## config.mk

```make
export PLATFORM = sky130hd
export DESIGN_NAME = apr_position
export DESIGN_NICKNAME = d
export VERILOG_FILES = /design/src/design/average_predictor_reconstruct_assert.svh /design/src/design/apr_pkg.sv /design/src/design/apr_position.sv
export SDC_FILE = /design/constraint.sdc
export NUM_CORES = 1
export LEC_CHECK = 0
export BUFFER_PORTS_ARGS = -buffer_cell sky130_fd_sc_hd__buf_2
export CAP_MARGIN = 20
export CORE_UTILIZATION = 30
export CTS_CLUSTER_DIAMETER = 120
export DETAILED_ROUTE_END_ITERATION = 8
export PLACE_DENSITY_LB_ADDON = 0.3
export SLEW_MARGIN = 10
export SYNTH_ARGS = -nofsm -noshare
export SYNTH_HDL_FRONTEND = slang
export SYNTH_SLANG_ARGS = --single-unit
```

## constraint.sdc

```tcl
create_clock -name i_clk -period 3.95 [get_ports i_clk]
set_input_delay 0.5925 -clock i_clk [delete_from_list [all_inputs] [get_ports i_clk]]
set_output_delay 0.5925 -clock i_clk [all_outputs]
set_load 0.01 [all_outputs]
```

## src/design/average_predictor_reconstruct_assert.svh

```systemverilog
// ----------------------------------------------------------------------------
// Assertion macros for the average predictor reconstruction block
// Concurrent checks clocked on i_clk and held off while i_rst_n is low.
// ----------------------------------------------------------------------------
`ifndef AVERAGE_PREDICTOR_RECONSTRUCT_ASSERT_SVH
`define AVERAGE_PREDICTOR_RECONSTRUCT_ASSERT_SVH

`ifndef SYNTH
`define APR_ASSERT_IMP(lbl, ante, cons) \
    lbl: assert property (@(posedge i_clk) disable iff (!i_rst_n) (ante) |-> (cons)) \
        else $error("same-cycle check failed");
`define APR_ASSERT_NEXT(lbl, ante, cons) \
    lbl: assert property (@(posedge i_clk) disable iff (!i_rst_n) (ante) |=> (cons)) \
        else $error("next-cycle check failed");
`else
`define APR_ASSERT_IMP(lbl, ante, cons)
`define APR_ASSERT_NEXT(lbl, ante, cons)
`endif

`endif

```

## src/design/apr_pkg.sv

```systemverilog
// ----------------------------------------------------------------------------
// apr_pkg
// Shared constants and types of the average predictor reconstruction block.
// ----------------------------------------------------------------------------
package apr_pkg;

    localparam int MAX_WIDTH  = 1024;
    localparam int MAX_HEIGHT = 1024;
    localparam int COL_W      = $clog2(MAX_WIDTH);
    localparam int ROW_W      = $clog2(MAX_HEIGHT);
    localparam int CFG_W      = 11;
    localparam int CFG_ADDR_W = 1;
    localparam int CHAN_W     = 8;
    localparam int NUM_CHAN   = 3;
    localparam int PIX_W      = CHAN_W * NUM_CHAN;

    localparam int CMP_COL_W = (COL_W + 1 > CFG_W) ? COL_W + 1 : CFG_W;
    localparam int CMP_ROW_W = (ROW_W + 1 > CFG_W) ? ROW_W + 1 : CFG_W;

    localparam logic [CFG_W-1:0] WIDTH_RESET  = 11'd320;
    localparam logic [CFG_W-1:0] HEIGHT_RESET = 11'd200;

    typedef enum logic [CFG_ADDR_W-1:0] {
        CFG_WIDTH  = 1'b0,
        CFG_HEIGHT = 1'b1
    } t_cfg_reg;

    typedef logic [PIX_W-1:0] t_pix;

    typedef struct packed {
        logic [COL_W-1:0] col;
        logic             use_left;
        logic             use_up;
        logic             row_end;
        logic             frame_end;
    } t_pos;

endpackage

```

## src/design/apr_position.sv

```systemverilog
// ----------------------------------------------------------------------------
// apr_position
// Frame size registers and the column and row counters of the pixel stream.
// ----------------------------------------------------------------------------
module apr_position (
    input  logic                             i_clk,
    input  logic                             i_rst_n,
    input  logic                             i_cfg_we,
    input  logic [apr_pkg::CFG_ADDR_W-1:0]   i_cfg_addr,
    input  logic [apr_pkg::CFG_W-1:0]        i_cfg_wdata,
    input  logic                             i_advance,
    output apr_pkg::t_pos                    o_pos
);

    localparam int ColW    = apr_pkg::COL_W;
    localparam int RowW    = apr_pkg::ROW_W;
    localparam int CmpColW = apr_pkg::CMP_COL_W;
    localparam int CmpRowW = apr_pkg::CMP_ROW_W;

    logic [apr_pkg::CFG_W-1:0] r_width;
    logic [apr_pkg::CFG_W-1:0] r_height;
    logic [ColW-1:0]           r_col;
    logic [ColW-1:0]           n_col;
    logic [RowW-1:0]           r_row;
    logic [RowW-1:0]           n_row;
    logic [ColW:0]             w_col_inc;
    logic [RowW:0]             w_row_inc;
    logic                      w_row_end;
    logic                      w_last_row;

    assign w_col_inc  = {1'b0, r_col} + 1'b1;
    assign w_row_inc  = {1'b0, r_row} + 1'b1;
    assign w_row_end  = (CmpColW'(w_col_inc) >= CmpColW'(r_width)) ||
                        (r_col == ColW'(apr_pkg::MAX_WIDTH - 1));
    assign w_last_row = (CmpRowW'(w_row_inc) >= CmpRowW'(r_height)) ||
                        (r_row == RowW'(apr_pkg::MAX_HEIGHT - 1));

    always_comb begin
        n_col = r_col;
        n_row = r_row;
        if (i_advance) begin
            if (w_row_end) begin
                n_col = '0;
                n_row = w_last_row ? '0 : w_row_inc[RowW-1:0];
            end else begin
                n_col = w_col_inc[ColW-1:0];
            end
        end
    end

    always_ff @(posedge i_clk) begin
        if (!i_rst_n) begin
            r_width  <= apr_pkg::WIDTH_RESET;
            r_height <= apr_pkg::HEIGHT_RESET;
            r_col    <= '0;
            r_row    <= '0;
        end else begin
            r_col <= n_col;
            r_row <= n_row;
            if (i_cfg_we) begin
                case (apr_pkg::t_cfg_reg'(i_cfg_addr))
                    apr_pkg::CFG_WIDTH: begin
                        r_width <= i_cfg_wdata;
                    end
                    apr_pkg::CFG_HEIGHT: begin
                        r_height <= i_cfg_wdata;
                    end
                    default: begin
                    end
                endcase
            end
        end
    end

    assign o_pos.col       = r_col;
    assign o_pos.use_left  = (r_col != '0);
    assign o_pos.use_up    = (r_row != '0);
    assign o_pos.row_end   = w_row_end;
    assign o_pos.frame_end = w_row_end && w_last_row;

endmodule

```

======== After elaboration in Yosys (flattened, before gate mapping) ========
Index checks and enable logic that the tools add are counted.
storage, ports and cells
  bits in registers ....................... 42
  input port bits ......................... 16
  output and inout bits ................... 14
  logic and storage cells ................. 21
operators by class
  add/sub/neg operators ................... 2
  $lt $le $gt $ge ......................... 2
  equality and inequality tests ........... 2
  multiplexer cells ....................... 2
  bitwise logic cells ..................... 1
  reductions and logical operators ........ 8
operators by type and width
  operator                                                         number
  10-bit by 1-bit adder with 11-bit output, second input constant  2
  11-bit >= comparator                                             2
  10-bit equality test, second input constant                      2
  10-bit 2-to-1 mux                                                2
  10-bit nonzero test                                              2
  2-bit AND reduction                                              3
  1-bit logical OR                                                 2
  1-bit logical AND                                                1
  1-bit inverter                                                   1

======== Logic depth before layout (Yosys ltp) ========
Gate-level depths: netlist (run 1).
  depth after elaboration ................. 4
  gate-level depth with buffers ........... 14
  gate-level depth less buffers ........... 13

======== Least setup slack after synthesis (run 1) ========
Ideal clock, no wire load.
  path type ............................... register -> output
  start point ............................. register r_col[0]
  end point ............................... output port o_pos[0] in the netlist's numbering
  arrival ................................. 2.536 ns
  required time ........................... 3.357 ns
  slack ................................... 0.821 ns
  stages on the path, launching flop included .. 12
  path buffers ............................ 0
  cells stage by stage .................... dfxtp_1 > ha_1 > and3_1 > nand3_1 > xnor2_1 > ha_1 > and4_1 > o21ai_1 > o221a_1 > o21ba_1 > and2b_4 > nor2_1
RTL lines
  what                    line                text
  start, declared         apr_position.sv:22  logic [ColW-1:0] r_col;
  start signal, assigned  apr_position.sv:58  r_col <= n_col;
  end, declared           apr_position.sv:12  output apr_pkg::t_pos o_pos

==> results.json, run 1 <==
{
  "status": "finished clean",
  "max_freq_mhz": 270,
  "multi_input_area_sq_um": 1600,
  "die_h_um": 96.4,
  "htree_levels": 2,
  "yosys.area_share.simple_pct": 25.4,
  "reg2reg_to": "r_row[2]",
  "ios": 30,
  "avgRoutedWirePerCell_um": 13.6,
  "fin_crit_sh_pct": 93.9,
  "grt.busiest_layer": "met2",
  "rsz0062_at_grt": "no",
  "use_met2_pct": 25.3,
  "numClockSinks": 42,
  "synth_area_sq_um": 2670,
  "power.density_nw_per_um2": 335,
  "synthXorXnorAreaFrac_pct": 5.24,
  "cts_root_buf": "clkbuf_8",
  "cts_tree": "built",
  "vias_per_cell": 4.99,
  "drv_cap": 0,
  "relSlewSlack_pct": 34.5,
  "antennaDiodeCount": 0,
  "synth_top_family_by_area": "simple AND/OR/NAND/NOR gates",
  "grt_max_degree": 30,
  "fin_skew_ns": 0.0130,
  "numPortBuffers": 29,
  "setup_viol": 0,
  "drtIter0Drc": 103,
  "gp_congestion": 0.800,
  "vias": 2344,
  "slew_violations": 0,
  "r2r_setup_slack_ns": 0.81,
  "crit_type": "flip-flop to output port",
  "mostFrequentLayoutCells": "66 x nand2_1, 42 x dfxtp_1, 30 x a21oi_1",
  "holdWs_ns": 0.458,
  "hp-start": "r_height[9]",
  "crit_arrival_ns": 3.12,
  "post_cts_buffers": 0,
  "drc": 0,
  "ir_drop_mv": 0.142,
  "areaGrowthSynthToFinish_pct": 11.6,
  "met3_usage_pct": 2.58,
  "ys_seq_area_share_pct": 31.4,
  "cp-start-kind": "flip-flop",
  "grt_pass1_vias": 2246,
  "final_nets": 403,
  "tightest_slew_ns": 0.982,
  "antenna_found_initial": 0,
  "die-width_um": 96.4,
  "hold_viol": 0,
  "cts_hold_buf": 0,
  "yosysUniqueCellTypes": 52,
  "path_clk_slew_ns": 0.10,
  "worstHoldEndpoint": "r_height[9]",
  "ys_warn_count": 0,
  "core-area_sq_um": 8680,
  "nFillCells": 955,
  "ant_nets": 0,
  "placed_area_sq_um": 2850,
  "start_util_pct": 30.8,
  "first_pass_iters": 4,
  "final_area_sq_um": 2980,
  "r2r_start": "r_col[0]",
  "detailed_place_hpwl_um": 4830,
  "track_usage_pct": 14.9,
  "numCtsBuffers": 5,
  "seqCellArea_sq_um": 841,
  "synth_compound_area_share_pct": 17.1,
  "met1_usage_pct": 19.6,
  "synth_cells": 343,
  "hold_class": "flip-flop to flip-flop",
  "worst-r2r-cell-count": 12,
  "drive_gt1_share_pct": 14.1,
  "synthMuxAreaShare_pct": 0,
  "synth_nets": 385,
  "min_period_ns": 3.71,
  "cts_max_path_buffers": 2,
  "syn-mean-instance-area_sq_um": 7.80,
  "wirelength_um": 6410,
  "synth_fa_ha_area_share_pct": 12.2,
  "die_area_sq_um": 9290,
  "rows": 34,
  "synth-seq-cells": 42,
  "worstSkewPairLatency_ns": 0.30,
  "leakage_nw": 1.32,
  "tns_ns": 0,
  "endpoint_kind": "output port",
  "gr-total-overflow": 0,
  "final_common_cell": "nand2_1",
  "cts_resized": 0,
  "crit_required_ns": 3.36,
  "crit_fanout": 7,
  "grt_pass1_wl_um": 10700,
  "holdPathStages": 2
}
==> report_power, final <==
part	total, W	internal, W	switching (W)	leakage (nW)
sequential	0.000457	0.000440	0.0000165	0.342
combinational	0.000120	0.0000496	0.0000701	0.910
clock	0.000423	0.000254	0.000170	0.0683
==> cell type report <==
cell class                 count  share of cell area [%]
clock inverter                 3                    2.31
inverter                      30                    3.86
multi-input combinational    252                    53.7
clock buffer                   5                    2.31
sequential                    42                    28.2
timing repair buffer          30                    5.12
tap                          108                    4.53
==> cells by family (layout without fill, tap and decap cells) <==
group	count (synthesis)	count (layout)
xor+xnor	16	16
compound gates	72	72
buf+inv	49	68
simple gates	138	138
fa+ha+maj	26	26
flops	42	42
==> sequential cells by signal (all words and copies together), names as in the netlist <==
register	flops
r_col	10
r_height	11
r_row	10
r_width	11
==> worst max path at each step <==
stage,cells after the start,endpoint,startpoint
floorplan,11,o_pos[0],r_col[0]
global placement,12,o_pos[0],r_col[0]
detailed placement,12,o_pos[0],r_col[0]
finish,12,o_pos[0],r_col[0]
global route,12,o_pos[0],r_col[2]
CTS,12,o_pos[0],r_col[0]
==> worst max-delay path: stages, from the launching register on <==
cell and delay (ns):
dfxtp_1 0.49, ha_1 0.31, and3_1 0.20, nand3_1 0.14, xnor2_1 0.18, ha_1 0.33
and4_1 0.18, o21ai_1 0.08, o221a_1 0.30, o21ba_1 0.20, and2b_4 0.19, nor2_1 0.09
buf_2 0.14
==> stage by stage <==
stage	worst slack (ns)	cells	power [W]	utilization, %
after floorplan	0.821	343	0.000553	-
after global placement	0.678	462	0.000585	32.8
after detailed placement	0.596	462	0.000588	32.8
after CTS	0.231	470	0.00101	34.4
after global routing	0.0682	470	0.00105	34.4
final	0.242	470	0.00100	34.4
==> synthesized netlist by cell type (all sizes together) <==
cell / n / area (sq um)
nand2: 66 / 248
dfxtp: 42 / 841
a21oi: 30 / 150
inv: 30 / 115
ha: 26 / 325
nand3: 21 / 115
nor2: 18 / 70.1
buf: 14 / 96.3
o21ai: 12 / 63.8
xnor2: 10 / 87.6
nor3: 7 / 56.3
a22o: 6 / 52.6
and3: 6 / 37.5
o211ai: 6 / 45.0
xor2: 6 / 52.6
clkbuf: 5 / 18.8
a31oi: 4 / 25.0
nand4b: 3 / 26.3
nor2b: 3 / 18.8
nor4: 3 / 18.8
o21a: 3 / 23.8
a211oi: 2 / 20.0
and2: 2 / 12.5
and4: 2 / 20.0
nand2b: 2 / 20.0
nand4: 2 / 12.5
o22ai: 2 / 12.5
a21o: 1 / 7.51
a2bb2oi: 1 / 8.76
a41o: 1 / 10.0
and2b: 1 / 10.0
nand3b: 1 / 7.51
o21ba: 1 / 10.0
o221a: 1 / 11.3
o221ai: 1 / 8.76
o32ai: 1 / 8.76
or3: 1 / 6.26
==> metal layers <==
metal / wire (um) / vias to the layer above / part of all wire (%)
met5: 0 / - / 0
met4: 53 / 0 / 0.83
met3: 215 / 4 / 3.4
met2: 3050 / 46 / 48
met1: 3090 / 1089 / 48
li1: - / 1205 / -
Note: power is estimated with default switching activity, not from simulation.
==> run 2: changes to the inputs <==
==> constraint.sdc (replaced) <==
create_clock -name i_clk -period 4 [get_ports i_clk]
set_input_delay 0.6 -clock i_clk [delete_from_list [all_inputs] [get_ports i_clk]]
set_output_delay 0.6 -clock i_clk [all_outputs]
set_load 0.01 [all_outputs]
==> run 2 against run 1 <==
  * Critical path type unchanged
  * Count of clock-buffer cells in the layout unchanged
  * First-iteration DRC count down 12%
  * Via count down 1.1%
  * Hold slack about the same
  * Wire length down 0.37%
  * Cell count unchanged
  * Clock skew down 0.0057 ns
==> results.json, run 2 (synthesis gave the netlist of run 1 again) <==
{
  "status": "finished clean",
  "track_usage_pct": 14.9,
  "dp_slack_ns": 0.654,
  "hold_class": "flip-flop to flip-flop",
  "rows": 34,
  "cts_root_buf": "clkbuf_8",
  "avgRoutedWirePerCell_um": 13.6,
  "hp-start": "r_height[9]",
  "core-area_sq_um": 8680,
  "cts_max_path_buffers": 2,
  "rsz0062_at_grt": "no",
  "reg.largest.list": "r_height: 11 flops, r_width: 11 flops",
  "numClockSinks": 42,
  "setup_viol": 0,
  "die_h_um": 96.4,
  "cts_tree": "built",
  "numPortBuffers": 29,
  "grt_max_degree": 30,
  "ios": 30,
  "r2r_start": "r_col[0]",
  "fin_skew_ns": 0.00736,
  "cp-start-kind": "flip-flop",
  "ir_drop_mv": 0.139,
  "antenna_found_initial": 0,
  "multi_input_area_sq_um": 1600,
  "relSlewSlack_pct": 34.5,
  "crit_fanout": 7,
  "vias": 2318,
  "drive_gt1_share_pct": 14.1,
  "drv_cap": 0,
  "tns_ns": 0,
  "nFillCells": 933,
  "start_util_pct": 30.8,
  "cp-startpoint": "r_col[0]",
  "cts_resized": 0,
  "areaGrowthSynthToFinish_pct": 11.6,
  "max_freq_mhz": 270,
  "numCtsBuffers": 5,
  "drc": 0,
  "power.density_nw_per_um2": 330,
  "slew_violations": 0,
  "grt_pass1_wl_um": 10600,
  "final_nets": 403,
  "holdWs_ns": 0.458,
  "mostFrequentLayoutCells": "66 x nand2_1, 42 x dfxtp_1, 30 x a21oi_1",
  "die_area_sq_um": 9290,
  "setup_ws_ns": 0.292,
  "crit_type": "flip-flop to output port",
  "ant_nets": 0,
  "endpoint_kind": "output port",
  "hold_viol": 0,
  "fin_crit_sh_pct": 92.7,
  "detailed_place_hpwl_um": 4820,
  "vias_per_cell": 4.93,
  "cts_hold_buf": 0,
  "seqCellArea_sq_um": 841,
  "first_pass_iters": 4,
  "tightest_slew_ns": 0.981,
  "min_period_ns": 3.71,
  "crit_required_ns": 3.40,
  "htree_levels": 2,
  "worstSkewPairLatency_ns": 0.30,
  "drtIter0Drc": 91,
  "gr-total-overflow": 0,
  "crit_arrival_ns": 3.11,
  "antennaDiodeCount": 0,
  "grt_pass1_vias": 2213,
  "die-width_um": 96.4,
  "path_clk_slew_ns": 0.09,
  "leakage_nw": 1.32,
  "gp_congestion": 0.800,
  "final_common_cell": "nand2_1",
  "post_cts_buffers": 0,
  "wirelength_um": 6390
}
==> run 2: cell counts in the layout (fill, tap and decap cells not counted) <==
No cell type changed its count.
==> run 2: worst max-delay path, cell delays in order (launching register included) <==
cell,delay (ns)
dfxtp_1,0.48
ha_1,0.31
and3_1,0.20
nand3_1,0.13
xnor2_1,0.17
ha_1,0.32
and4_1,0.18
o21ai_1,0.08
o221a_1,0.30
o21ba_1,0.20
and2b_4,0.19
nor2_1,0.09
buf_2,0.14
==> run 2: final timing paths <==
| check | cells past startpoint | slack [ns] | to |
|---|---|---|---|
| worst max register to register | 12 | 0.84 | r_row[2] |
| worst min-delay path | 2 | 0.46 | r_height[9] |
| worst max-delay path | 12 | 0.29 | o_pos[0] |
| worst min register to register | 2 | 0.46 | r_height[9] |
==> run 2: through the flow <==
step | util (%) | instance area, sq um | total power (W) | std cells
final | 34.4 | 2980 | 0.000985 | 470
after global routing | 34.4 | 2980 | 0.00104 | 470
after CTS | 34.4 | 2980 | 0.000999 | 470
after detailed placement | 32.8 | 2850 | 0.000580 | 462
after global placement | 32.8 | 2850 | 0.000578 | 462
after floorplan | - | 2670 | 0.000546 | 343
==> run 2: cell type report <==
type | instances | share of cell area, %
Sequential cell | 42 | 28.2
Inverter | 30 | 3.86
Clock buffer | 5 | 2.31
Clock inverter | 3 | 2.31
Tap cell | 108 | 4.53
Multi-Input combinational cell | 252 | 53.7
Timing Repair Buffer | 30 | 5.12
==> run 2: power by group <==
part           leakage (nW)  switching [W]  total (W)  internal [W]
sequential            0.342      0.0000165   0.000451      0.000435
clock                0.0683       0.000165   0.000415      0.000250
combinational         0.910      0.0000697   0.000119     0.0000488
==> run 2: per-layer routing <==
layer  track usage, %  wire, um  vias up
met2             25.2      2970       42
met4             4.66        89        0
met5                0         0        -
met3             2.58       217        6
met1             19.2      3110     1064
li1                 -         -     1206
==> run 3: changes to the inputs <==
--- a/config.mk
+++ b/config.mk
@@ -7,6 +7,7 @@
 export LEC_CHECK = 0
 export BUFFER_PORTS_ARGS = -buffer_cell sky130_fd_sc_hd__buf_2
 export CAP_MARGIN = 20
+export CORE_ASPECT_RATIO = 0.9
 export CORE_UTILIZATION = 30
 export CTS_CLUSTER_DIAMETER = 120
 export DETAILED_ROUTE_END_ITERATION = 8
==> run 3 against run 2 <==
  * Fmax is 1.7% higher
  * Wire length up 1.5%
  * Sequential share of layout area increased by 0.30 points
  * Setup slack gained 0.062 ns
  * Die area about the same
  * Cell count is 2.3% higher
  * Sequential cell count is the same
  * Count of clock-buffer cells in the layout rose by 1
  * Sequential power hardly changed
  * Hold slack about the same
  * Critical path type unchanged
  * Critical endpoint unchanged
  * Largest power group unchanged
==> results.json, run 3 (synthesis gave the netlist of run 1 again) <==
{
  "hold_class": "flip-flop to flip-flop",
  "ant_nets": 0,
  "nFillCells": 930,
  "worst-path-stages": 12,
  "tightest_slew_ns": 0.993,
  "max_freq_mhz": 274,
  "rsz0062_at_grt": "no",
  "p_comb_share_pct": 14.0,
  "crit_fanout": 6,
  "endpoint_kind": "output port",
  "fin_cells": 481,
  "cp_top_family": "simple AND/OR/NAND/NOR gates",
  "antennaDiodeCount": 0,
  "track_usage_pct": 15.2,
  "drc": 0,
  "final_area_sq_um": 2960,
  "dp_slack_ns": 0.607,
  "drive_gt1_share_pct": 14.4,
  "swShare_pct": 28.5,
  "core-area_sq_um": 8610,
  "seq_power_share_pct": 51.7,
  "numCtsBuffers": 5,
  "post-place-cells": 473,
  "power.switching_w": 0.000249,
  "setup_viol": 0,
  "worstSkewPairLatency_ns": 0.30,
  "vias_per_cell": 4.88,
  "path_clk_slew_ns": 0.09,
  "numClockSinks": 42,
  "fin_crit_sh_pct": 91.1,
  "grt_max_degree": 30,
  "die_area_sq_um": 9290,
  "reg.largest.list": "r_height: 11 flops, r_width: 11 flops",
  "rows": 32,
  "first_pass_iters": 5,
  "die-width_um": 102,
  "wirelength_um": 6490,
  "cp_cell_sequence": "ha_1, and3_1, nand3_1, xnor2_1, ha_1, and4_1, o21ai_1, o221a_1, o21ba_1, and2b_4, nor2_1, buf_2",
  "cts_tree": "built",
  "relSlewSlack_pct": 33.7,
  "drtIter0Drc": 132,
  "leakage_nw": 1.30,
  "crit_top_cell": "ha_1",
  "crit_required_ns": 3.40,
  "setup_ws_ns": 0.355,
  "gr-total-overflow": 0,
  "start_util_pct": 31.1,
  "antenna_found_initial": 0,
  "cts_max_path_buffers": 2,
  "holdPathStages": 2,
  "cp-start-kind": "flip-flop",
  "status": "finished clean",
  "htree_levels": 2,
  "internal-power_w": 0.000623,
  "drv_cap": 0,
  "placed_area_sq_um": 2860,
  "die_h_um": 91.6,
  "critPathMaxStageDelay_ns": 0.42,
  "crit_type": "flip-flop to output port",
  "mostFrequentLayoutCells": "66 x nand2_1, 41 x dfxtp_1, 30 x a21oi_1",
  "grt_pass1_vias": 2260,
  "slew_violations": 0,
  "seqCellArea_sq_um": 842,
  "multi_input_area_sq_um": 1600,
  "grt_pass1_wl_um": 11100,
  "path_buf_inv": 1,
  "ir_drop_mv": 0.146,
  "ios": 30,
  "final_nets": 403,
  "avgRoutedWirePerCell_um": 13.5,
  "gp_congestion": 0.842,
  "cts_root_buf": "clkbuf_8",
  "finalPower_w": 0.000872,
  "cts_hold_buf": 0,
  "numPortBuffers": 29,
  "crit_arrival_ns": 3.05,
  "areaGrowthSynthToFinish_pct": 10.6,
  "tns_ns": 0,
  "hold_viol": 0,
  "pwr-share-clk_pct": 34.3,
  "min_period_ns": 3.65,
  "worst-r2r-cell-count": 12,
  "power.density_nw_per_um2": 295,
  "vias": 2346,
  "detailed_place_hpwl_um": 4890,
  "final_common_cell": "nand2_1",
  "fin_skew_ns": 0.0105,
  "crit_slowest_cell": "dfxtp_1"
}
run 3: area by class of cell:
type,count,area share [%]
multi-input cells,252,54.2
clock buffers,6,2.79
inverters,30,3.89
repair buffers,30,5.16
clock inverters,2,0.423
well taps,119,5.04
flip-flops and latches,42,28.5
run 3: worst paths after layout:
kind | startpoint | end | slack [ns]
hold reg to reg | r_width[9] | r_width[9] | 0.46
hold / removal | r_width[9] | r_width[9] | 0.46
setup / recovery | r_col[1] | o_pos[0] | 0.35
setup reg to reg | r_col[2] | r_row[3] | 0.91
run 3: stage by stage:
step / util [%] / hold WS [ns]
final: 34.3 / 0.458
after floorplan: - / 0.436
after detailed placement: 33.2 / 0.447
after CTS: 34.3 / 0.459
after global routing: 34.3 / 0.478
after global placement: 33.2 / 0.444
run 3: repair_timing:
| action | 4_1_cts | 5_1_grt |
|---|---|---|
| setup buffers | 0 | 0 |
| resized for setup | 0 | 1 |
| setup endpoints to repair | 0 | 1 |
run 3: per-layer routing:
metal	up-vias	share of wire (%)	track usage [%]
li1	1211	-	-
met1	1077	53	22.6
met2	49	42	21.8
met3	9	3.8	2.69
met4	0	1.4	4.71
met5	-	0	0
run 3: worst min-delay path, stage by stage, from the launching register on:
cell and delay (ns):
dfxtp_1 0.32, nand2_1 0.05, a21oi_1 0.05
run 3: power by group through the flow:
stage,sequential [W],clock (W),combinational (W)
after floorplan,0.000453,0,0.0000926
after detailed placement,0.000460,0,0.000123
after CTS,0.000451,0.000305,0.000123
after global routing,0.000454,0.000318,0.000140
final,0.000451,0.000299,0.000122
after global placement,0.000460,0,0.000120
