File: config.mk
export PLATFORM = sky130hd
export DESIGN_NAME = apr_recon
export DESIGN_NICKNAME = d
export VERILOG_FILES = /design/src/design/average_predictor_reconstruct_assert.svh /design/src/design/apr_pkg.sv /design/src/design/apr_recon.sv
export SDC_FILE = /design/constraint.sdc
export NUM_CORES = 1
export LEC_CHECK = 0
export BUFFER_PORTS_ARGS = -buffer_cell sky130_fd_sc_hd__buf_2
export CORE_MARGIN = 4
export CORE_UTILIZATION = 44
export DETAILED_ROUTE_END_ITERATION = 6
export PLACE_DENSITY = 0.77
export SKIP_LAST_GASP = 1
export SLEW_MARGIN = 20
export SYNTH_ARGS = -nofsm -noshare
export SYNTH_HDL_FRONTEND = slang
export SYNTH_SLANG_ARGS = --single-unit
File: constraint.sdc
create_clock -name vclk -period 3.39
set_input_delay 0.678 -clock vclk [all_inputs]
set_output_delay 0.678 -clock vclk [all_outputs]
set_load 0.01 [all_outputs]
File: src/design/average_predictor_reconstruct_assert.svh
// ----------------------------------------------------------------------------
// Assertion macros for the average predictor reconstruction block
// Concurrent checks clocked on i_clk and held off while i_rst_n is low.
// ----------------------------------------------------------------------------
`ifndef AVERAGE_PREDICTOR_RECONSTRUCT_ASSERT_SVH
`define AVERAGE_PREDICTOR_RECONSTRUCT_ASSERT_SVH

`ifndef SYNTH
`define APR_ASSERT_IMP(lbl, ante, cons) \
    lbl: assert property (@(posedge i_clk) disable iff (!i_rst_n) (ante) |-> (cons)) \
        else $error("same-cycle check failed");
`define APR_ASSERT_NEXT(lbl, ante, cons) \
    lbl: assert property (@(posedge i_clk) disable iff (!i_rst_n) (ante) |=> (cons)) \
        else $error("next-cycle check failed");
`else
`define APR_ASSERT_IMP(lbl, ante, cons)
`define APR_ASSERT_NEXT(lbl, ante, cons)
`endif

`endif

File: src/design/apr_pkg.sv
// ----------------------------------------------------------------------------
// apr_pkg
// Shared constants and types of the average predictor reconstruction block.
// ----------------------------------------------------------------------------
package apr_pkg;

    localparam int MAX_WIDTH  = 1024;
    localparam int MAX_HEIGHT = 1024;
    localparam int COL_W      = $clog2(MAX_WIDTH);
    localparam int ROW_W      = $clog2(MAX_HEIGHT);
    localparam int CFG_W      = 11;
    localparam int CFG_ADDR_W = 1;
    localparam int CHAN_W     = 8;
    localparam int NUM_CHAN   = 3;
    localparam int PIX_W      = CHAN_W * NUM_CHAN;

    localparam int CMP_COL_W = (COL_W + 1 > CFG_W) ? COL_W + 1 : CFG_W;
    localparam int CMP_ROW_W = (ROW_W + 1 > CFG_W) ? ROW_W + 1 : CFG_W;

    localparam logic [CFG_W-1:0] WIDTH_RESET  = 11'd320;
    localparam logic [CFG_W-1:0] HEIGHT_RESET = 11'd200;

    typedef enum logic [CFG_ADDR_W-1:0] {
        CFG_WIDTH  = 1'b0,
        CFG_HEIGHT = 1'b1
    } t_cfg_reg;

    typedef logic [PIX_W-1:0] t_pix;

    typedef struct packed {
        logic [COL_W-1:0] col;
        logic             use_left;
        logic             use_up;
        logic             row_end;
        logic             frame_end;
    } t_pos;

endpackage

File: src/design/apr_recon.sv
// ----------------------------------------------------------------------------
// apr_recon
// Average prediction and modulo-256 reconstruction of the three channels.
// ----------------------------------------------------------------------------
module apr_recon (
    input  apr_pkg::t_pix i_res,
    input  apr_pkg::t_pix i_left,
    input  apr_pkg::t_pix i_up,
    input  logic          i_use_left,
    input  logic          i_use_up,
    output apr_pkg::t_pix o_rec
);

    localparam int ChanW = apr_pkg::CHAN_W;

    for (genvar k = 0; k < apr_pkg::NUM_CHAN; k++) begin : g_chan
        logic [ChanW-1:0] w_left;
        logic [ChanW-1:0] w_up;
        logic [ChanW:0]   w_sum;

        assign w_left = i_use_left ? i_left[k*ChanW +: ChanW] : '0;
        assign w_up   = i_use_up   ? i_up[k*ChanW +: ChanW]   : '0;
        assign w_sum  = {1'b0, w_left} + {1'b0, w_up};
        assign o_rec[k*ChanW +: ChanW] = i_res[k*ChanW +: ChanW] + w_sum[ChanW:1];
    end

endmodule

After elaboration in Yosys (flattened, before gate mapping)

Cells that the tools add are included.

Flip-flop bits (word level): 0
Input bits: 74
Output and inout port bits: 24

Add/sub/neg operators: 6
Muxes and demuxes: 6

Operator list:

| operator             | count |
|---|---|
| two-way mux 8 bit    | 6 |
| adder 8 x 8 -> 9 bit | 3 |
| adder 8 bit          | 3 |

Longest topological paths before layout

Gate-level depths: netlist (run 1).

Depth in word-level cells: 3
Depth in mapped cells: 14

Worst setup path after synthesis (run 1)

No wires, ideal clock.

Path type: input -> output
Start: input port i_use_left
End: output port o_rec[15]
Arrival time: 2.961 ns
Setup slack: -0.249 ns
Stages: 10
Path buffers: 1
Cells stage by stage: clkbuf_1 nand2_1 fa_1 xnor2_1 ha_1 a21o_1 a21oi_1 o21ai_0 o41ai_1 xnor2_1

Longest elaborated chain between the ends: 3

Ends and longest elaborated chain:

| item                 | RTL line        | text |
|---|---|---|
| from (decl)          | apr_recon.sv:9  | `input logic i_use_left,` |
| two-way mux 8 bit    | apr_recon.sv:21 | `assign w_left = i_use_left ? i_left[k*ChanW +: ChanW] : '0;` |
| adder 8 x 8 -> 9 bit | apr_recon.sv:23 | `assign w_sum = {1'b0, w_left} + {1'b0, w_up};` |
| adder 8 bit          | apr_recon.sv:24 | `assign o_rec[k*ChanW +: ChanW] = i_res[k*ChanW +: ChanW] + w_sum[ChanW:1];` |
| to (decl)            | apr_recon.sv:11 | `output apr_pkg::t_pix o_rec` |

No other way between the ends.

Worst setup path after layout (run 1)

Ends and elaborated chain as after synthesis.

==> impl_results.html, run 1 <==
<table>
<tr><th>Metric</th><th>Value</th></tr>
<tr><th colspan="2">Pwr</th></tr>
<tr><td>Peak supply drop</td><td>0.1912 mV</td></tr>
<tr><td>Pwr per Cell Area</td><td>between 200 and 300 nW/µm²</td></tr>
<tr><td>Leak Pwr</td><td>approximately 1.9 nW</td></tr>
<tr><th colspan="2">Synth</th></tr>
<tr><td>Most used standard cells in the synthesized netlist</td><td>sky130_fd_sc_hd__ha_1 (42), sky130_fd_sc_hd__and2_1 (39), sky130_fd_sc_hd__xnor2_1 (33)</td></tr>
<tr><td>Average size of a mapped cell</td><td>about 8 µm²</td></tr>
<tr><td>Biggest area contributors in the synthesized netlist</td><td>sky130_fd_sc_hd__ha_1 (27%), sky130_fd_sc_hd__xnor2_1 (15%), sky130_fd_sc_hd__and2_1 (13%), sky130_fd_sc_hd__fa_1 (6.2%), sky130_fd_sc_hd__nor2_1 (3.5%)</td></tr>
<tr><td>Synth cell types</td><td>29</td></tr>
<tr><td>Synthesized netlist cell count</td><td>~250</td></tr>
<tr><td>Cell area after synthesis</td><td>approximately 1900 µm²</td></tr>
<tr><td>Yosys synthesis warning count</td><td>0</td></tr>
<tr><td>Post-Synthesis Net Count</td><td>369</td></tr>
<tr><td>Cell taking the most area after synthesis</td><td>sky130_fd_sc_hd__ha_1</td></tr>
<tr><td>Top-count cell post-synth</td><td>sky130_fd_sc_hd__ha_1</td></tr>
<tr><td>Synth top area share</td><td>around 27%</td></tr>
<tr><td>Seq/Total Area, Yosys</td><td>0%</td></tr>
<tr><th colspan="2">STA</th></tr>
<tr><td>Setup Viol. Count Final</td><td>14</td></tr>
<tr><td>Worst-case headroom to the max-slew limit</td><td>slightly below 70%</td></tr>
<tr><td>Slew at the pin closest to its max-slew limit</td><td>approximately 470 ps</td></tr>
<tr><td>Sum of negative setup slack</td><td>-3330 ps</td></tr>
<tr><td>Number of slew-limit violations in the final report</td><td>0</td></tr>
<tr><td>Unrepaired setup endpoints after global routing</td><td>yes</td></tr>
<tr><td>Post-route minimum period</td><td>between 3000 and 4000 ps</td></tr>
<tr><td>Fin crit share</td><td>111.9%</td></tr>
<tr><td>Final Hold Violating Endpoints</td><td>0</td></tr>
<tr><td>Peak clock frequency supported by timing</td><td>between 0.2 and 0.3 GHz</td></tr>
<tr><td>Post-route worst setup slack</td><td>-405.0 ps</td></tr>
<tr><th colspan="2">Die</th></tr>
<tr><td>IO Pins</td><td>between 90 and 100</td></tr>
<tr><td>Row cnt</td><td>23</td></tr>
<tr><td>DIE AREA</td><td>between 5000 and 6000 µm²</td></tr>
<tr><td>Core area</td><td>just over 4000 µm²</td></tr>
<tr><td>Vert. Die Dim</td><td>between 70 and 80 µm</td></tr>
<tr><td>X dimension of the die</td><td>~74 µm</td></tr>
<tr><td>Starting density of the core</td><td>46.82%</td></tr>
<tr><th colspan="2">Placement</th></tr>
<tr><td>Post-place instance area</td><td>about 3100 µm²</td></tr>
<tr><td>Post-placement cell count</td><td>approximately 450</td></tr>
<tr><td>HPWL after detailed placement</td><td>roughly 5.1 mm</td></tr>
<tr><td>GP Congestion</td><td>approximately 0.84</td></tr>
<tr><td>Port Buffer Count</td><td>slightly below 100</td></tr>
<tr><th colspan="2">GRT</th></tr>
<tr><td>First-pass GRT wire length</td><td>between 10 and 15 mm</td></tr>
<tr><td>Total track usage</td><td>between 20% and 30%</td></tr>
<tr><td>Largest net degree at the start of global routing</td><td>11</td></tr>
<tr><td>Gr ovfl total</td><td>0</td></tr>
<tr><td>Antenna violations before repair</td><td>1</td></tr>
<tr><td>Number of global-route vias before repair</td><td>around 2400</td></tr>
<tr><th colspan="2">Worst setup path</th></tr>
<tr><td>Type of the setup path with the least slack</td><td>in -&gt; out</td></tr>
<tr><td>Worst-path maximum fanout</td><td>5</td></tr>
<tr><td>Most frequent cell on the critical path</td><td>sky130_fd_sc_hd__xnor2_1</td></tr>
<tr><td>CP cell instances</td><td>buf_8 -&gt; and2_4 -&gt; nand3_1 -&gt; fa_2 -&gt; nor2b_4 -&gt; o21a_1 -&gt; nor2_2 -&gt; xnor2_1 -&gt; ha_1 -&gt; nand2_1 -&gt; o21ai_2 -&gt; o41ai_2 -&gt; xnor2_1 -&gt; buf_2</td></tr>
<tr><td>Arrival time worst endpoint</td><td>around 3100 ps</td></tr>
<tr><td>Critical-path cell with the highest stage delay</td><td>sky130_fd_sc_hd__fa_2</td></tr>
<tr><td>Critical Path RT</td><td>roughly 2700 ps</td></tr>
<tr><td>CP endpoint kind</td><td>output port</td></tr>
<tr><td>Sort of element at the start of the critical path</td><td>primary input</td></tr>
<tr><td>Top Family by Delay on Critical Path</td><td>adder cells</td></tr>
<tr><td>Critical Path Max Stage Delay</td><td>410 ps</td></tr>
<tr><td>Buffer and inverter count on the worst path</td><td>2</td></tr>
<tr><th colspan="2">Drt</th></tr>
<tr><td>Final ANT Viol Nets</td><td>0</td></tr>
<tr><td>Overall via count from detail_route</td><td>around 2600</td></tr>
<tr><td>Number of detailed-route iterations in the first pass</td><td>4</td></tr>
<tr><td>Sum of routed wire length over all layers</td><td>roughly 7.7 mm</td></tr>
<tr><td>Routed length per placed instance</td><td>~16 µm</td></tr>
<tr><td>DRC marker count from the first detailed-route iteration</td><td>~110</td></tr>
<tr><td>Per-cell via count in the routed design</td><td>roughly 5.4</td></tr>
<tr><td>Remaining DRCs</td><td>0</td></tr>
<tr><th colspan="2">Final layout</th></tr>
<tr><td>Register cell area after layout</td><td>0 µm²</td></tr>
<tr><td>Non-Filler Cell Area, Final</td><td>about 3600 µm²</td></tr>
<tr><td>Syn-to-layout area delta</td><td>89.29%</td></tr>
<tr><td>FF+latch count</td><td>0</td></tr>
<tr><td>Finished Layout Cells</td><td>between 400 and 500</td></tr>
<tr><td>CLK BUF</td><td>0</td></tr>
<tr><td>Number of nets in the final layout</td><td>543</td></tr>
<tr><td>Fraction of layout instances using a drive strength above 1</td><td>roughly 66%</td></tr>
<tr><th colspan="2">Outcome</th></tr>
<tr><td>Violated checks</td><td>negative setup slack</td></tr>
<tr><td>Run status</td><td>complete, but fails checks</td></tr>
<tr><th colspan="2">Clock network</th></tr>
<tr><td>CTS Hold Buffers Added</td><td>0</td></tr>
<tr><th colspan="2">Worst hold path</th></tr>
<tr><td>Worst hold path class</td><td>in -&gt; out</td></tr>
<tr><th colspan="2">Run</th></tr>
<tr><td># Max-Cap Violations</td><td>0</td></tr>
</table>
==> where the power goes <==
part | leakage [nW] | internal [mW] | switching, mW
clock network | 0.00000634 | 0.0000000395 | 0
registers | 0 | 0 | 0
logic | 1.89 | 0.491 | 0.425
total | 1.89 | 0.491 | 0.425
==> logic make-up after synthesis <==
family	after synthesis	synth area share [%]
buffers and inverters	19	4.221
adder cells (fa/ha/maj)	48	33.51
XOR/XNOR	39	17.73
AO/OA/AOI/OAI	55	21.04
AND/OR/NAND/NOR	86	23.51
==> per-layer routing <==
layer,global-route usage [%],vias to the layer above,routed length (µm)
li1,-,1210,-
met2,43.90,116,4089
met4,1.811,0,229
met3,1.081,26,482
met5,0,-,0
met1,27.54,1201,2858
==> final cells by class <==
type / count / area [µm²]
diodes: 1 / 2.502
fillers: 179 / 467.9
inverters: 14 / 55.05
multi-input cells: 228 / 2379
well taps: 50 / 62.56
repair buffers: 177 / 1149
==> per-stage QoR <==
| stage | power [mW] | hold slack [ps] | setup slack (ps) | utilization [%] |
|---|---|---|---|---|
| after detailed placement | 0.7398 | 1665 | -544.2 | 75.34 |
| after CTS | 0.8068 | 1665 | -334.4 | 82.76 |
| after global placement | 0.7214 | 1662 | -370.4 | 75.34 |
| final | 0.9162 | 1689 | -405.0 | 88.63 |
| after global routing | 0.9878 | 1695 | -529.9 | 88.63 |
| after floorplan | 0.4482 | 1507 | -63.79 | - |
==> timing repair <==
item	4_1_cts	5_1_grt
endpoints found under the setup margin	14	16
pin swaps	55	57
setup buffers	11	9
gates resized for setup	46	42
==> cell usage in the layout, fill, tap and decap left out, types with 7 or more instances in the layout <==
cell type	netlist	routed
sky130_fd_sc_hd__a21o_1	7	7
sky130_fd_sc_hd__and2_4	0	8
sky130_fd_sc_hd__xnor2_1	33	22
sky130_fd_sc_hd__buf_4	0	67
sky130_fd_sc_hd__nor2_2	0	8
sky130_fd_sc_hd__ha_1	42	23
sky130_fd_sc_hd__xnor2_2	0	10
sky130_fd_sc_hd__nand2_1	13	7
sky130_fd_sc_hd__a21oi_2	4	14
sky130_fd_sc_hd__nor2_1	18	10
sky130_fd_sc_hd__buf_2	2	96
sky130_fd_sc_hd__inv_2	0	7
sky130_fd_sc_hd__ha_4	0	13
sky130_fd_sc_hd__buf_6	1	12
sky130_fd_sc_hd__and2_1	39	31
==> worst paths after layout <==
| path | start | end | slack [ps] | cells past startpoint |
|---|---|---|---|---|
| worst max-delay path | i_use_left | o_rec[15] | -400 | 14 |
| worst min-delay path | i_res[0] | o_rec[0] | 1690 | 3 |
(Power assumes the default switching activity.)
==> run 2, diff against run 1 <==
--- a/config.mk
+++ b/config.mk
@@ -5,11 +5,12 @@
 export SDC_FILE = /design/constraint.sdc
 export NUM_CORES = 1
 export LEC_CHECK = 0
+export ABC_CLOCK_PERIOD_IN_PS = 4250
 export BUFFER_PORTS_ARGS = -buffer_cell sky130_fd_sc_hd__buf_2
 export CORE_MARGIN = 4
-export CORE_UTILIZATION = 44
+export CORE_UTILIZATION = 49
 export DETAILED_ROUTE_END_ITERATION = 6
-export PLACE_DENSITY = 0.77
+export PLACE_DENSITY = 0.81
 export SKIP_LAST_GASP = 1
 export SLEW_MARGIN = 20
 export SYNTH_ARGS = -nofsm -noshare
==> constraint.sdc (replaced) <==
create_clock -name vclk -period 4.25
set_input_delay 0.85 -clock vclk [all_inputs]
set_output_delay 0.85 -clock vclk [all_outputs]
set_load 0.05 [all_outputs]
==> run 2 against run 1 <==
  * The flow still finishes with violations (negative setup slack)
  * Final cell count down 5.5%
  * Combinational power up 6.6%
  * Non-clock buffer count down 23
  * Global-route usage up 3.0 points
  * Sequential share of layout area unchanged
  * Die area down 9.1%
  * Power up 6.6%
==> impl_results.html, run 2 (same netlist as run 1, synthesis figures left out) <==
<table>
<tr><th>Metric</th><th>Value</th></tr>
<tr><th colspan="2">Outcome</th></tr>
<tr><td>Run status</td><td>complete, but fails checks (unchanged)</td></tr>
<tr><td>Violated checks</td><td>negative setup slack (unchanged)</td></tr>
<tr><th colspan="2">Die</th></tr>
<tr><td>Core area</td><td>3744 µm² (was 4115 µm²)</td></tr>
<tr><td>DIE AREA</td><td>5000 µm² (was 5502 µm²)</td></tr>
<tr><td>Row cnt</td><td>22 (was 23)</td></tr>
<tr><td>IO Pins</td><td>98 (unchanged)</td></tr>
<tr><td>Starting density of the core</td><td>51.47% (was 46.82%)</td></tr>
<tr><td>X dimension of the die</td><td>70.71 µm (was 74.18 µm)</td></tr>
<tr><td>Vert. Die Dim</td><td>70.71 µm (was 74.18 µm)</td></tr>
<tr><th colspan="2">GRT</th></tr>
<tr><td>Total track usage</td><td>25.37% (was 22.34%)</td></tr>
<tr><td>Antenna violations before repair</td><td>0 (was 1)</td></tr>
<tr><td>Gr ovfl total</td><td>0 (unchanged)</td></tr>
<tr><td>First-pass GRT wire length</td><td>10.79 mm (was 10.12 mm)</td></tr>
<tr><td>Largest net degree at the start of global routing</td><td>11 (unchanged)</td></tr>
<tr><td>Number of global-route vias before repair</td><td>2527 (was 2368)</td></tr>
<tr><th colspan="2">Worst hold path</th></tr>
<tr><td>Worst hold path class</td><td>in -&gt; out (unchanged)</td></tr>
<tr><td>Hold EP</td><td>o_rec[16] (was o_rec[0])</td></tr>
<tr><td>Cells on Worst Hold Path</td><td>3 (unchanged)</td></tr>
<tr><td>Start point of the worst hold path</td><td>i_res[16] (was i_res[0])</td></tr>
<tr><th colspan="2">Final layout</th></tr>
<tr><td>Area occupied by multi-input gates</td><td>2231 µm² (was 2379 µm²)</td></tr>
<tr><td>FF+latch count</td><td>0 (unchanged)</td></tr>
<tr><td>Register cell area after layout</td><td>0 µm² (unchanged)</td></tr>
<tr><td>Non-Filler Cell Area, Final</td><td>3309 µm² (was 3647 µm²)</td></tr>
<tr><td>Syn-to-layout area delta</td><td>71.75% (was 89.29%)</td></tr>
<tr><td>Utilization of the core after routing</td><td>88.40% (was 88.63%)</td></tr>
<tr><td>Fillers</td><td>178 (was 179)</td></tr>
<tr><td>Antenna fix cells</td><td>0 (was 1)</td></tr>
<tr><td>Number of nets in the final layout</td><td>520 (was 543)</td></tr>
<tr><td>Highest-count cells in the layout ignoring fill and taps</td><td>sky130_fd_sc_hd__buf_2 (91), sky130_fd_sc_hd__buf_4 (53), sky130_fd_sc_hd__and2_1 (36) (was sky130_fd_sc_hd__buf_2 (96), sky130_fd_sc_hd__buf_4 (67), sky130_fd_sc_hd__and2_1 (31))</td></tr>
<tr><td>Most frequent standard cell in the layout excluding fill and tap cells</td><td>sky130_fd_sc_hd__buf_2 (unchanged)</td></tr>
<tr><td>Fraction of layout instances using a drive strength above 1</td><td>56.57% (was 66.35%)</td></tr>
<tr><td>CLK BUF</td><td>0 (unchanged)</td></tr>
<tr><td>Finished Layout Cells</td><td>444 (was 470)</td></tr>
<tr><th colspan="2">Placement</th></tr>
<tr><td>Post-place instance area</td><td>2892 µm² (was 3100 µm²)</td></tr>
<tr><td>Port Buffer Count</td><td>98 (unchanged)</td></tr>
<tr><td>HPWL after detailed placement</td><td>4.766 mm (was 5.085 mm)</td></tr>
<tr><td>Post-placement cell count</td><td>438 (was 452)</td></tr>
<tr><td>GP Congestion</td><td>0.8355 (was 0.8431)</td></tr>
<tr><th colspan="2">Worst setup path</th></tr>
<tr><td>Buffer and inverter count on the worst path</td><td>4 (was 2)</td></tr>
<tr><td>CP cell instances</td><td>buf_6 -&gt; buf_6 -&gt; and2_4 -&gt; ha_4 -&gt; a41o_1 -&gt; a21oi_2 -&gt; nand3b_1 -&gt; buf_4 -&gt; a311oi_2 -&gt; xor2_1 -&gt; ha_2 -&gt; nor3_2 -&gt; nor2_2 -&gt; o41ai_4 -&gt; xnor2_2 -&gt; buf_6 (was buf_8 -&gt; and2_4 -&gt; nand3_1 -&gt; fa_2 -&gt; nor2b_4 -&gt; o21a_1 -&gt; nor2_2 -&gt; xnor2_1 -&gt; ha_1 -&gt; nand2_1 -&gt; o21ai_2 -&gt; o41ai_2 -&gt; xnor2_1 -&gt; buf_2)</td></tr>
<tr><td>Most frequent cell on the critical path</td><td>sky130_fd_sc_hd__buf_6 (was sky130_fd_sc_hd__xnor2_1)</td></tr>
<tr><td>Worst-path maximum fanout</td><td>5 (unchanged)</td></tr>
<tr><td>Type of the setup path with the least slack</td><td>in -&gt; out (unchanged)</td></tr>
<tr><td>Critical-path cell with the highest stage delay</td><td>sky130_fd_sc_hd__ha_2 (was sky130_fd_sc_hd__fa_2)</td></tr>
<tr><td>CP endpoint kind</td><td>output port (unchanged)</td></tr>
<tr><td>Critical Path Max Stage Delay</td><td>290 ps (was 410 ps)</td></tr>
<tr><td>Sort of element at the start of the critical path</td><td>primary input (unchanged)</td></tr>
<tr><td>Arrival time worst endpoint</td><td>3560 ps (was 3120 ps)</td></tr>
<tr><td>Critical Path RT</td><td>3400 ps (was 2710 ps)</td></tr>
<tr><td>Top Family by Delay on Critical Path</td><td>compound AO/OA/AOI/OAI gates (was adder cells)</td></tr>
<tr><th colspan="2">STA</th></tr>
<tr><td>WHS</td><td>2151 ps (was 1689 ps)</td></tr>
<tr><td>Final Hold Violating Endpoints</td><td>0 (unchanged)</td></tr>
<tr><td>Worst-case headroom to the max-slew limit</td><td>73.55% (was 67.96%)</td></tr>
<tr><td>Post-route minimum period</td><td>between 4000 and 5000 ps</td></tr>
<tr><td>Slew at the pin closest to its max-slew limit</td><td>391.7 ps (was 474.4 ps)</td></tr>
<tr><td>Post-route worst setup slack</td><td>-161.9 ps (was -405.0 ps)</td></tr>
<tr><td>Fin crit share</td><td>103.8%</td></tr>
<tr><td>Peak clock frequency supported by timing</td><td>0.2267 GHz</td></tr>
<tr><td>Unrepaired setup endpoints after global routing</td><td>yes (unchanged)</td></tr>
<tr><td>Setup Viol. Count Final</td><td>3 (was 14)</td></tr>
<tr><td>Number of slew-limit violations in the final report</td><td>0 (unchanged)</td></tr>
<tr><th colspan="2">Drt</th></tr>
<tr><td>Number of detailed-route iterations in the first pass</td><td>4 (unchanged)</td></tr>
<tr><td>Per-cell via count in the routed design</td><td>5.516 (was 5.432)</td></tr>
<tr><td>Sum of routed wire length over all layers</td><td>7.490 mm (was 7.660 mm)</td></tr>
<tr><td>Final ANT Viol Nets</td><td>0 (unchanged)</td></tr>
<tr><td>Overall via count from detail_route</td><td>2449 (was 2553)</td></tr>
<tr><td>Remaining DRCs</td><td>0 (unchanged)</td></tr>
<tr><td>Routed length per placed instance</td><td>16.87 µm (was 16.30 µm)</td></tr>
<tr><td>DRC marker count from the first detailed-route iteration</td><td>109 (unchanged)</td></tr>
<tr><th colspan="2">Run</th></tr>
<tr><td># Max-Cap Violations</td><td>0 (unchanged)</td></tr>
<tr><th colspan="2">Pwr</th></tr>
<tr><td>Peak supply drop</td><td>0.3258 mV (was 0.1912 mV)</td></tr>
<tr><td>Leak Pwr</td><td>1.774 nW (was 1.892 nW)</td></tr>
<tr><td>Pwr per Cell Area</td><td>295.0 nW/µm² (was 251.2 nW/µm²)</td></tr>
<tr><th colspan="2">Clock network</th></tr>
<tr><td>CTS Hold Buffers Added</td><td>0 (unchanged)</td></tr>
</table>
[run 2: cell types whose count changed in the layout (fill, tap and decap cells not counted), sizes merged]
cell	change
buf	-23
diode	-1
[run 2: metal layers]
metal / global-route usage [%] / share of wire (%) / wire length [µm] / up-vias
met4: 8.768 / 3.6 / 269 / 0
li1: - / - / - / 1162
met3: 3.267 / 5.4 / 407 / 30
met5: 0 / 0 / 0 / -
met2: 49.33 / 56 / 4160 / 119
met1: 27.74 / 35 / 2652 / 1138
[run 2: worst max-delay path by stage]
stage                    start        end  cells past startpoint
floorplan           i_use_left  o_rec[15]                     10
CTS                   i_use_up   o_rec[7]                     16
global route          i_use_up   o_rec[7]                     16
finish                i_use_up   o_rec[7]                     16
global placement      i_use_up   o_rec[7]                     16
detailed placement    i_use_up   o_rec[7]                     16
[run 2: worst min-delay path: cells and delay by family]
| family | cells | cell delay (ps) |
|---|---|---|
| adders and majority gates | 1 | 120 |
| buffers and inverters | 2 | 330 |
[run 2: final cells by class]
| type | instances | share of cell area [%] |
|---|---|---|
| inverters | 14 | 1.588 |
| multi-input cells | 228 | 67.41 |
| well taps | 48 | 1.815 |
| repair buffers | 154 | 29.19 |
[run 2: metrics by stage]
stage          setup TNS, ps  worst slack, ps  power, mW
2_1_floorplan              0            48.51     0.6019
3_3_place_gp          -834.4           -213.6     0.8200
3_5_place_dp           -1449           -278.9     0.8368
4_1_cts               -64.94           -37.03     0.9172
5_1_grt               -883.1           -263.6      1.031
6_report              -307.4           -161.9     0.9764
[run 2: power by group]
part	switching (mW)	total, mW	internal, mW
Sequential	0	0	0
Combinational	0.584	0.976	0.392
Clock	0	0	0
[run 2: timing repair]
| action | in CTS | in global routing |
|---|---|---|
| buffers inserted | 2 | 6 |
| cloned | 1 | 0 |
| pin swaps | 33 | 42 |
| endpoints found under the setup margin | 9 | 12 |
| resized for setup | 56 | 29 |
==> run 3, diff against run 2 <==
--- a/config.mk
+++ b/config.mk
@@ -8,10 +8,9 @@
 export ABC_CLOCK_PERIOD_IN_PS = 4250
 export BUFFER_PORTS_ARGS = -buffer_cell sky130_fd_sc_hd__buf_2
 export CORE_MARGIN = 4
-export CORE_UTILIZATION = 49
+export CORE_UTILIZATION = 39
 export DETAILED_ROUTE_END_ITERATION = 6
-export PLACE_DENSITY = 0.81
-export SKIP_LAST_GASP = 1
+export PLACE_DENSITY = 0.66
 export SLEW_MARGIN = 20
 export SYNTH_ARGS = -nofsm -noshare
 export SYNTH_HDL_FRONTEND = slang
==> run 3 against run 2 <==
  * The run now ends clean
  * Largest power group unchanged
  * Global-route usage is 9.0 points lower
  * Power fell by 3.6%
  * Core utilization is 18 points lower
  * Non-clock buffer count down 1
  * Largest cell class unchanged
  * Count of clock-buffer cells in the layout stayed put
  * Combinational power decreased by 3.6%
  * Via count down 8.6%
  * Hold slack got worse by 11 ps
  * Sequential share of layout area did not move
  * Die area is 23% higher
  * Critical path depth down 3
==> impl_results.html, run 3 (same netlist as run 1, synthesis figures left out) <==
<table>
<tr><th>Metric</th><th>Value</th></tr>
<tr><th colspan="2">Drt</th></tr>
<tr><td>Routed length per placed instance</td><td>11.92 µm (was 16.87 µm)</td></tr>
<tr><td>Overall via count from detail_route</td><td>2238 (was 2449)</td></tr>
<tr><td>Remaining DRCs</td><td>0 (unchanged)</td></tr>
<tr><td>Number of detailed-route iterations in the first pass</td><td>4 (unchanged)</td></tr>
<tr><td>Per-cell via count in the routed design</td><td>4.844 (was 5.516)</td></tr>
<tr><td>Sum of routed wire length over all layers</td><td>5.509 mm (was 7.490 mm)</td></tr>
<tr><td>Final ANT Viol Nets</td><td>0 (unchanged)</td></tr>
<tr><td>DRC marker count from the first detailed-route iteration</td><td>33 (was 109)</td></tr>
<tr><th colspan="2">Final layout</th></tr>
<tr><td>Fillers</td><td>418 (was 178)</td></tr>
<tr><td>Area occupied by multi-input gates</td><td>2206 µm² (was 2231 µm²)</td></tr>
<tr><td>Most frequent standard cell in the layout excluding fill and tap cells</td><td>sky130_fd_sc_hd__buf_2 (unchanged)</td></tr>
<tr><td>CLK BUF</td><td>0 (unchanged)</td></tr>
<tr><td>Highest-count cells in the layout ignoring fill and taps</td><td>sky130_fd_sc_hd__buf_2 (89), sky130_fd_sc_hd__buf_4 (50), sky130_fd_sc_hd__and2_1 (32) (was sky130_fd_sc_hd__buf_2 (91), sky130_fd_sc_hd__buf_4 (53), sky130_fd_sc_hd__and2_1 (36))</td></tr>
<tr><td>Finished Layout Cells</td><td>462 (was 444)</td></tr>
<tr><td>Fraction of layout instances using a drive strength above 1</td><td>57.47% (was 56.57%)</td></tr>
<tr><td>Number of nets in the final layout</td><td>519 (was 520)</td></tr>
<tr><td>Syn-to-layout area delta</td><td>73.57% (was 71.75%)</td></tr>
<tr><td>FF+latch count</td><td>0 (unchanged)</td></tr>
<tr><td>Utilization of the core after routing</td><td>70.34% (was 88.40%)</td></tr>
<tr><td>Non-Filler Cell Area, Final</td><td>3344 µm² (was 3309 µm²)</td></tr>
<tr><td>Register cell area after layout</td><td>0 µm² (unchanged)</td></tr>
<tr><td>Antenna fix cells</td><td>0 (unchanged)</td></tr>
<tr><th colspan="2">Clock network</th></tr>
<tr><td>CTS Hold Buffers Added</td><td>0 (unchanged)</td></tr>
<tr><th colspan="2">Worst setup path</th></tr>
<tr><td>Type of the setup path with the least slack</td><td>in -&gt; out (unchanged)</td></tr>
<tr><td>Worst-path maximum fanout</td><td>6 (was 5)</td></tr>
<tr><td>CP endpoint kind</td><td>output port (unchanged)</td></tr>
<tr><td>Sort of element at the start of the critical path</td><td>primary input (unchanged)</td></tr>
<tr><td>Critical Path RT</td><td>3400 ps (about the same)</td></tr>
<tr><td>Arrival time worst endpoint</td><td>3380 ps (was 3560 ps)</td></tr>
<tr><th colspan="2">Die</th></tr>
<tr><td>Core area</td><td>4755 µm² (was 3744 µm²)</td></tr>
<tr><td>IO Pins</td><td>98 (unchanged)</td></tr>
<tr><td>Vert. Die Dim</td><td>78.29 µm (was 70.71 µm)</td></tr>
<tr><td>Row cnt</td><td>25 (was 22)</td></tr>
<tr><td>DIE AREA</td><td>6129 µm² (was 5000 µm²)</td></tr>
<tr><td>X dimension of the die</td><td>78.29 µm (was 70.71 µm)</td></tr>
<tr><td>Starting density of the core</td><td>40.53% (was 51.47%)</td></tr>
<tr><th colspan="2">STA</th></tr>
<tr><td>Fin crit share</td><td>99.44% (was 103.8%)</td></tr>
<tr><td>Peak clock frequency supported by timing</td><td>0.2366 GHz (was 0.2267 GHz)</td></tr>
<tr><td>Slew at the pin closest to its max-slew limit</td><td>367.3 ps (was 391.7 ps)</td></tr>
<tr><td>Post-route minimum period</td><td>4226 ps (was 4412 ps)</td></tr>
<tr><td>Final Hold Violating Endpoints</td><td>0 (unchanged)</td></tr>
<tr><td>Number of slew-limit violations in the final report</td><td>0 (unchanged)</td></tr>
<tr><td>Worst-case headroom to the max-slew limit</td><td>75.25% (was 73.55%)</td></tr>
<tr><td>Setup Viol. Count Final</td><td>0 (was 3)</td></tr>
<tr><td>Unrepaired setup endpoints after global routing</td><td>yes (unchanged)</td></tr>
<tr><th colspan="2">GRT</th></tr>
<tr><td>Largest net degree at the start of global routing</td><td>11 (unchanged)</td></tr>
<tr><td>Gr ovfl total</td><td>0 (unchanged)</td></tr>
<tr><td>Number of global-route vias before repair</td><td>2193 (was 2527)</td></tr>
<tr><td>Antenna violations before repair</td><td>0 (unchanged)</td></tr>
<tr><td>First-pass GRT wire length</td><td>8.700 mm (was 10.79 mm)</td></tr>
<tr><td>Total track usage</td><td>16.33% (was 25.37%)</td></tr>
<tr><th colspan="2">Placement</th></tr>
<tr><td>GP Congestion</td><td>0.8091 (was 0.8355)</td></tr>
<tr><td>Post-place instance area</td><td>2940 µm² (was 2892 µm²)</td></tr>
<tr><td>Port Buffer Count</td><td>98 (unchanged)</td></tr>
<tr><td>Post-placement cell count</td><td>457 (was 438)</td></tr>
<tr><td>HPWL after detailed placement</td><td>4.689 mm (was 4.766 mm)</td></tr>
<tr><th colspan="2">Outcome</th></tr>
<tr><td>Run status</td><td>complete, no violations (was complete, but fails checks)</td></tr>
<tr><th colspan="2">Worst hold path</th></tr>
<tr><td>Worst hold path class</td><td>in -&gt; out (unchanged)</td></tr>
<tr><th colspan="2">Run</th></tr>
<tr><td># Max-Cap Violations</td><td>0 (unchanged)</td></tr>
<tr><th colspan="2">Pwr</th></tr>
<tr><td>Peak supply drop</td><td>0.2131 mV (was 0.3258 mV)</td></tr>
<tr><td>Pwr per Cell Area</td><td>281.4 nW/µm² (was 295.0 nW/µm²)</td></tr>
<tr><td>Leak Pwr</td><td>1.774 nW (about the same)</td></tr>
</table>
==> run 3: cell types whose count changed in the layout (fill, tap and decap cells not counted), sizes merged <==
cell / delta
buf: -2
clkbuf: +1
==> run 3: cell type report <==
class / count / share of cell area (%)
multi-input cells: 228 / 65.96
repair buffers: 153 / 29.89
well taps: 67 / 2.507
inverters: 14 / 1.646
==> run 3: where the power goes <==
part           switching [mW]  leakage, nW  internal [mW]
sequential                  0            0              0
clock                       0            0              0
combinational           0.550         1.77          0.391
total                   0.550         1.77          0.391
==> run 3: metal layers <==
layer / vias up / wire length, µm / GRT usage [%]
li1: 1165 / - / -
met1: 1006 / 2401 / 21.30
met2: 59 / 2802 / 30.99
met3: 8 / 227 / 0.4587
met4: 0 / 77 / 1.224
met5: - / 0 / 0
==> run 3: worst paths after layout <==
check | depth (start not counted) | slack, ps | from | end
max | 13 | 20 | i_use_up | o_rec[22]
min | 3 | 2140 | i_res[16] | o_rec[16]
==> run 3: worst max-delay path, stage by stage <==
cell and delay, ps:
sky130_fd_sc_hd__buf_6 80, sky130_fd_sc_hd__and2_2 200, sky130_fd_sc_hd__nand3_1 110, sky130_fd_sc_hd__fa_1 440
sky130_fd_sc_hd__xnor2_2 180, sky130_fd_sc_hd__buf_4 140, sky130_fd_sc_hd__fa_1 420, sky130_fd_sc_hd__a21o_1 180
sky130_fd_sc_hd__a21oi_1 190, sky130_fd_sc_hd__o21bai_1 110, sky130_fd_sc_hd__a21oi_2 180, sky130_fd_sc_hd__xnor2_2 130
sky130_fd_sc_hd__buf_6 170
==> run 3: stage by stage <==
step / setup WS [ps] / setup TNS, ps / hold WS (ps) / total power, mW
finish: 23.70 / 0 / 2140 / 0.9413
global route: -113.2 / -407.6 / 2166 / 1.005
CTS: -27.24 / -43.19 / 2141 / 0.9032
detailed placement: -247.0 / -1186 / 2138 / 0.8380
global placement: -253.6 / -1140 / 2140 / 0.8271
floorplan: 48.51 / 0 / 2064 / 0.6019
==> run 3: repair_timing <==
item                       4_1_cts  5_1_grt
pin swaps                       21       41
setup buffers                    3        3
setup endpoints to repair        9        9
gates resized for setup         45       45
